<file path="config.mk">
export PLATFORM = sky130hd
export DESIGN_NAME = hti_divider
export DESIGN_NICKNAME = d
export VERILOG_FILES = /design/src/rtl/hti_pkg.sv /design/src/rtl/hti_divider.sv
export SDC_FILE = /design/constraint.sdc
export NUM_CORES = 2
export LEC_CHECK = 0
export BUFFER_PORTS_ARGS = -buffer_cell sky130_fd_sc_hd__clkbuf_2
export CAP_MARGIN = 20
export CORE_ASPECT_RATIO = 0.9
export CORE_UTILIZATION = 64
export CTS_CLUSTER_SIZE = 12
export DETAILED_ROUTE_END_ITERATION = 16
export PLACE_DENSITY = 0.83
export SETUP_SLACK_MARGIN = 0.2
export SLEW_MARGIN = 30
export SYNTH_ARGS = -nofsm -noshare
export SYNTH_HDL_FRONTEND = slang
export SYNTH_SLANG_ARGS = --single-unit
</file>
<file path="constraint.sdc">
create_clock -name i_clk -period 18.4 [get_ports i_clk]
set_input_delay 0.92 -clock i_clk [delete_from_list [all_inputs] [get_ports i_clk]]
set_output_delay 0.92 -clock i_clk [all_outputs]
set_load 0.01 [all_outputs]
</file>
<file path="src/rtl/hti_pkg.sv">
// Shared types, widths, constants and helpers of the Hermite trajectory interpolator.
package hti_pkg;

    localparam int FRACTION_BITS_DEF = 16;

    localparam int DT_W   = 31;
    localparam int X_W    = 32;
    localparam int K_W    = 18;
    localparam int TOL_W  = 16;
    localparam logic [TOL_W-1:0] TOL_RESET = 16'd17;

    localparam int VDT_W  = 47;   // floor(v*dt / 2^16)
    localparam int SPAN_W = 33;   // x2 - x1, v2 - v1
    localparam int CO_W   = 52;   // polynomial coefficients, 3A included
    localparam int ACC_W  = 62;   // Horner values, within +-2^60
    localparam int SUM_W  = 63;   // one add beyond that
    localparam int SPLIT  = 24;   // hi/lo split of the K product
    localparam int HI_W   = ACC_W - SPLIT;
    localparam int PH_W   = HI_W + K_W;
    localparam int PL_W   = SPLIT + 1 + K_W;
    localparam int TPR_W  = TOL_W + SPAN_W;
    localparam int THR_W  = TPR_W - SPLIT + 1;

    localparam int DIV_W      = 32;
    localparam int DIV_PER    = 2;
    localparam int DIV_STAGES = DIV_W / DIV_PER;

    localparam logic signed [SUM_W-1:0] LIM  = {3'b001, 60'd0};
    localparam logic signed [SUM_W-1:0] NLIM = -LIM;

    typedef enum logic [1:0] {
        ORD_AUTO   = 2'd0,
        ORD_LINEAR = 2'd1,
        ORD_QUAD   = 2'd2,
        ORD_CUBIC  = 2'd3
    } t_order;

    // everything a Horner step needs besides the two running values
    typedef struct packed {
        logic signed [K_W-1:0]   k;
        logic [2:0][CO_W-1:0]    pc;
        logic [2:0][CO_W-1:0]    vc;
        logic [DT_W-1:0]         dt;
        t_order                  order;
    } t_job;

    function automatic logic signed [ACC_W-1:0] clamp_acc(input logic signed [SUM_W-1:0] x);
        logic signed [SUM_W-1:0] c;
        if (x > LIM) c = LIM;
        else if (x < NLIM) c = NLIM;
        else c = x;
        return c[ACC_W-1:0];
    endfunction

    function automatic logic [X_W-1:0] sat32(input logic signed [ACC_W-1:0] x);
        logic [X_W-1:0] r;
        if (x > ACC_W'(64'sh7FFF_FFFF)) r = 32'h7FFF_FFFF;
        else if (x < -ACC_W'(64'sh8000_0000)) r = 32'h8000_0000;
        else r = x[X_W-1:0];
        return r;
    endfunction

endpackage

</file>
<file path="src/rtl/hti_divider.sv">
// Pipelined velocity divide by dt, two quotient bits a stage, with saturation and final muxing.
module hti_divider (
    input  logic                                i_clk,
    input  logic                                i_rst_n,
    input  logic                                i_valid,
    input  logic signed [hti_pkg::ACC_W-1:0]    i_vacc,
    input  logic signed [hti_pkg::ACC_W-1:0]    i_pacc,
    input  hti_pkg::t_order                     i_order,
    input  logic [hti_pkg::DT_W-1:0]            i_dt,
    output logic                                o_valid,
    output logic [hti_pkg::X_W-1:0]             o_position,
    output logic [hti_pkg::X_W-1:0]             o_velocity,
    output logic [1:0]                          o_order_used,
    output logic                                o_divide_error
);

    localparam int S = hti_pkg::DIV_STAGES;
    localparam int W = hti_pkg::DIV_W;
    localparam int MAG_W = 48;

    logic                        r_val  [0:S];
    logic [W-1:0]                r_rem  [0:S];
    logic [W-1:0]                r_lq   [0:S];
    logic [hti_pkg::DT_W-1:0]    r_dt   [0:S];
    logic                        r_ovf  [0:S];
    logic                        r_neg  [0:S];
    logic                        r_zero [0:S];
    logic                        r_cub  [0:S];
    logic                        r_err  [0:S];
    logic [hti_pkg::X_W-1:0]     r_vnc  [0:S];
    logic [hti_pkg::X_W-1:0]     r_pos  [0:S];
    hti_pkg::t_order             r_ord  [0:S];
    logic [W-1:0]                n_rem  [1:S];
    logic [W-1:0]                n_lq   [1:S];

    // prep: magnitude capped at 2^47, numerator = mag << 16
    logic [hti_pkg::ACC_W-1:0]   n_mag;
    logic [MAG_W-1:0]            n_cap;
    logic [2*W-1:0]              n_num;

    always_comb begin
        n_mag = (i_vacc < 0) ? hti_pkg::ACC_W'(-i_vacc) : hti_pkg::ACC_W'(i_vacc);
        n_cap = (n_mag > hti_pkg::ACC_W'({1'b1, 47'd0})) ? {1'b1, 47'd0} : n_mag[MAG_W-1:0];
        n_num = {n_cap, 16'd0};
    end

    always_ff @(posedge i_clk) begin
        if (!i_rst_n) r_val[0] <= 1'b0;
        else r_val[0] <= i_valid;
    end

    always_ff @(posedge i_clk) begin
        r_rem[0]  <= n_num[2*W-1:W];
        r_lq[0]   <= n_num[W-1:0];
        r_dt[0]   <= i_dt;
        r_ovf[0]  <= n_num[2*W-1:W] >= {1'b0, i_dt};
        r_neg[0]  <= i_vacc < 0;
        r_zero[0] <= i_vacc == '0;
        r_cub[0]  <= i_order == hti_pkg::ORD_CUBIC;
        r_err[0]  <= (i_order == hti_pkg::ORD_CUBIC) && (i_dt == '0);
        r_vnc[0]  <= hti_pkg::sat32(i_vacc);
        r_pos[0]  <= hti_pkg::sat32(i_pacc);
        r_ord[0]  <= i_order;
    end

    for (genvar g = 1; g <= S; g++) begin : g_stage
        always_comb begin : div_bits
            logic [W-1:0] rem;
            logic [W-1:0] lq;
            logic [W-1:0] tmp;
            rem = r_rem[g-1];
            lq  = r_lq[g-1];
            for (int b = 0; b < hti_pkg::DIV_PER; b++) begin
                tmp = {rem[W-2:0], lq[W-1]};
                lq  = {lq[W-2:0], 1'b0};
                if (tmp >= {1'b0, r_dt[g-1]}) begin
                    tmp   = tmp - {1'b0, r_dt[g-1]};
                    lq[0] = 1'b1;
                end
                rem = tmp;
            end
            n_rem[g] = rem;
            n_lq[g]  = lq;
        end

        always_ff @(posedge i_clk) begin
            if (!i_rst_n) r_val[g] <= 1'b0;
            else r_val[g] <= r_val[g-1];
        end

        always_ff @(posedge i_clk) begin
            r_rem[g]  <= n_rem[g];
            r_lq[g]   <= n_lq[g];
            r_dt[g]   <= r_dt[g-1];
            r_ovf[g]  <= r_ovf[g-1];
            r_neg[g]  <= r_neg[g-1];
            r_zero[g] <= r_zero[g-1];
            r_cub[g]  <= r_cub[g-1];
            r_err[g]  <= r_err[g-1];
            r_vnc[g]  <= r_vnc[g-1];
            r_pos[g]  <= r_pos[g-1];
            r_ord[g]  <= r_ord[g-1];
        end
    end

    logic [hti_pkg::X_W-1:0] n_vel;
    logic [W-1:0]            q;

    always_comb begin
        q = r_lq[S];
        if (!r_cub[S]) begin
            n_vel = r_vnc[S];
        end else if (r_err[S]) begin
            n_vel = r_neg[S] ? 32'h8000_0000 : (r_zero[S] ? 32'h0 : 32'h7FFF_FFFF);
        end else if (r_neg[S]) begin
            n_vel = (r_ovf[S] || q > 32'h8000_0000) ? 32'h8000_0000 : 32'(-q);
        end else begin
            n_vel = (r_ovf[S] || q > 32'h7FFF_FFFF) ? 32'h7FFF_FFFF : q;
        end
    end

    logic                    r_o_valid;
    logic [hti_pkg::X_W-1:0] r_o_pos, r_o_vel;
    logic [1:0]              r_o_ord;
    logic                    r_o_err;

    always_ff @(posedge i_clk) begin
        if (!i_rst_n) r_o_valid <= 1'b0;
        else r_o_valid <= r_val[S];
    end

    always_ff @(posedge i_clk) begin
        r_o_pos <= r_pos[S];
        r_o_vel <= n_vel;
        r_o_ord <= r_ord[S];
        r_o_err <= r_err[S];
    end

    assign o_valid        = r_o_valid;
    assign o_position     = r_o_pos;
    assign o_velocity     = r_o_vel;
    assign o_order_used   = r_o_ord;
    assign o_divide_error = r_o_err;

endmodule

</file>
==> impl_results.md <==
* Pre-CTS setup slack at ~10 ns
* PnR worst setup slack at 9.35 ns
* Hold buffers post-CTS at 0
* Most frequent cells after synthesis: 2628 x dfxtp_1, 1017 x ha_1, 904 x a21oi_1
* Synth async-reset ratio at 0%
* DRC errors left at 0
* Lkg Pwr at 58.6 nW
* First-pass GRT wire length at 480000 microns
* Port Buffers at 227
* Synth cell types at 88
* Largest net degree at the start of global routing at 88
* Combinational fraction of design power at 50.4%
* Final count of pins violating max slew at 0
* Post-Syn Area per Cell at 9.74 sq um
* Total track usage at 33.0%
* CTS resizes at 0
* Mapped cell area at 115000 sq um
* Die Span Y at 405 microns
* Status: completed
* Nets at 13339
* Hpwl dp at around 220000 microns
* Slew @ Worst Pin at 1.07 ns
* Antenna Violating Nets Remaining at 0
* Share of cells above drive strength 1 at 10.1%
* Die Wd at 449 microns
* Ports at around 230
* Vias per cell at 6.09
* Reg area at between 50000 and 60000 sq um
* Tmin final at 9.05 ns
* Post-synthesis cell count at 11831
* Crit end category: register
* Switching share of power at 38.7%
* Max Freq at 111 MHz
* Synth Register Bits at around 2600
* YS warnings at 0
* RD Place Congestion at approximately 0.98
* DRT iter0 DRCs at 7859
* # Post-CTS Setup Buffers at 0
* Post-synthesis sequential area ratio at 45.7%
* Vias in the first global route at 87920
* Final Instance Count excl. Fillers at 14612
* Vias at 88929
* Num rows at 147
* WS Path Type: reg -> reg
* Total power at 24.8 mW
* Worst vdd ir at approximately 0.16 mV
* CTS sink cnt at 2628
* Total CTS buffers at 286
* Worst endpoint data arrival time at roughly 9.8 ns
* PD cells at between 150 and 200 nW/um^2
* DR WL/cell at between 20 and 25 microns
* Count leader, synth: dfxtp_1
* Final setup fails at 0
* Initial antenna violation count at 17
* RSZ-0062 raised after global routing: false
* P&R area growth vs syn at 10.3%
* Period utilization at between 40 and 50%
* CORE AREA at 179000 sq um
* Finished Core Util at 71.1%
* Worst setup SP type: register
* Clock latency on the worst-skew pair at 0.92 ns
* CTS tree: built
* Hold Fails Final Rpt at 0
* Switching Power at ~9.6 mW
* Clk pin slew, worst setup/hold paths at 0.06 ns
* Cell taking the most area after synthesis: dfxtp_1
* CTS Buffer Depth at 4
* Post-synth EDFFs at 0
* Post-route setup TNS at 0 ns
* Clock power share at a little over a fifth
* Multi-input gate area in the final layout at 58800 sq um
* CP required at 19.16 ns
* Fill cells at 12664
* Reg power frac at 28.5%
* GR Overflow Total at 0
* Synth top area share at approximately 46%
* Max-cap viol count at 0
* DRT Pass-1 Iters at 12
* Skew final at ~0.062 ns
* Relative slew slack at 28.5%
* Int Pwr at 15.2 mW
* Total Die Area at ~180000 sq um
* Syn Nets at 13032
* Critical path peak fanout at between 50 and 60
* Min-Delay Path Class: in -> reg
* Dpl cells at roughly 14000
* H-Tree Depth at 5
* Routed wire length at slightly above 300000 microns
* Post-synth top flop: dfxtp_1
* Top cells by area, synth: dfxtp_1 46%, ha_1 11%, mux2_2 5.0%
* Starting density of the core at between 60 and 70%
* Root Buffer Master: clkbuf_16
-- area by class of cell --
class / instances / share of cell area (%)
sequential: 2628 / 41.4
clock inverter: 46 / 0.508
clock buffer: 331 / 5.93
timing repair buffer: 268 / 1.14
antenna: 1 / 0.00197
multi-input combinational: 8151 / 46.3
tap: 2384 / 2.35
inverter: 803 / 2.37
-- worst max-delay path, cell delays in order (launching register included) --
cell       delay [ns]
dfxtp_1          0.40
ha_1             0.23
inv_1            0.13
fa_1             0.48
a211oi_1         0.31
o21ai_0          0.25
a21oi_1          0.25
a31oi_1          0.25
o21a_1           0.25
o21ai_0          0.25
nand3b_1         0.19
a311oi_4         0.44
buf_4            0.51
o21ai_0          0.37
fa_1             0.55
a211oi_1         0.43
o21ai_0          0.31
a2111oi_0        0.86
nor2_1           0.26
a41oi_1          0.45
o21ai_0          0.22
a21oi_1          0.24
a21oi_1          0.11
a211oi_1         0.33
nand2_1          0.08
buf_4            0.29
mux2_2           0.36
-- power by group through the flow --
stage	Sequential (mW)	Combinational (mW)	Clock [mW]
floorplan	6.89	9.70	0
global placement	7.14	11.7	0
detailed placement	7.15	12.1	0
CTS	7.06	12.3	5.32
global route	7.11	13.7	5.55
finish	7.07	12.5	5.25
-- path summary, 6_finish.rpt --
| kind | cells after the start | startpoint | endpoint | slack, ns |
|---|---|---|---|---|
| max | 26 | r_dt[0][217]$_DFF_P_ | r_rem[0][260]$_DFF_P_ | 9.35 |
| max reg2reg | 26 | r_dt[0][217]$_DFF_P_ | r_rem[0][260]$_DFF_P_ | 9.35 |
| min reg2reg | 0 | r_pos[4][11]$_DFF_P_ | r_pos[5][11]$_DFF_P_ | 0.28 |
| min | 1 | i_dt[27] | r_dt[0][27]$_DFF_P_ | 0.16 |
-- cell families after synthesis --
family / after synthesis / share of synthesized area, %
fa+ha+maj: 1041 / 11.5
compound gates: 3008 / 16.5
mux: 554 / 5.39
simple gates: 2694 / 11.0
flops: 2628 / 45.7
buf+inv: 1052 / 3.48
xor+xnor: 854 / 6.49
-- routing by layer --
metal | share of wire, % | vias up | global-route usage [%]
met5 | 0.0090 | - | 0
met4 | 5.4 | 4 | 16.4
met3 | 7.1 | 1105 | 5.66
met2 | 47 | 3795 | 55.1
met1 | 41 | 41882 | 41.2
li1 | - | 42143 | -
-- sequential cells by signal, indices dropped and copies added, names as in the netlist, 32 cells and up --
name	flops
r_lq	344
r_pos	544
o_velocity	32
r_dt	496
r_vnc	544
r_ord	34
r_rem	496
o_position	32
-- cell usage in the layout, fill, tap and decap left out, types with 99 or more instances in the layout --
master,count
a31oi_1,99
o21a_1,165
nand2_1,813
o21ai_0,674
nor3_1,184
inv_1,799
nor2_1,745
mux2_2,512
o21bai_1,126
nand4_1,145
xor2_1,288
nand3_1,157
xnor2_1,566
clkbuf_2,226
ha_1,1017
a21oi_1,904
dfxtp_1,2628
a21o_1,437
nor2b_1,114
nand2b_1,139
clkbuf_16,289
-- stage by stage --
stage               hold slack, ns  area, sq um
floorplan                    0.310       115000
global placement             0.309       119000
detailed placement           0.312       119000
CTS                          0.106       127000
global route                 0.128       127000
finish                       0.165       127000
(Power assumes the default switching activity.)
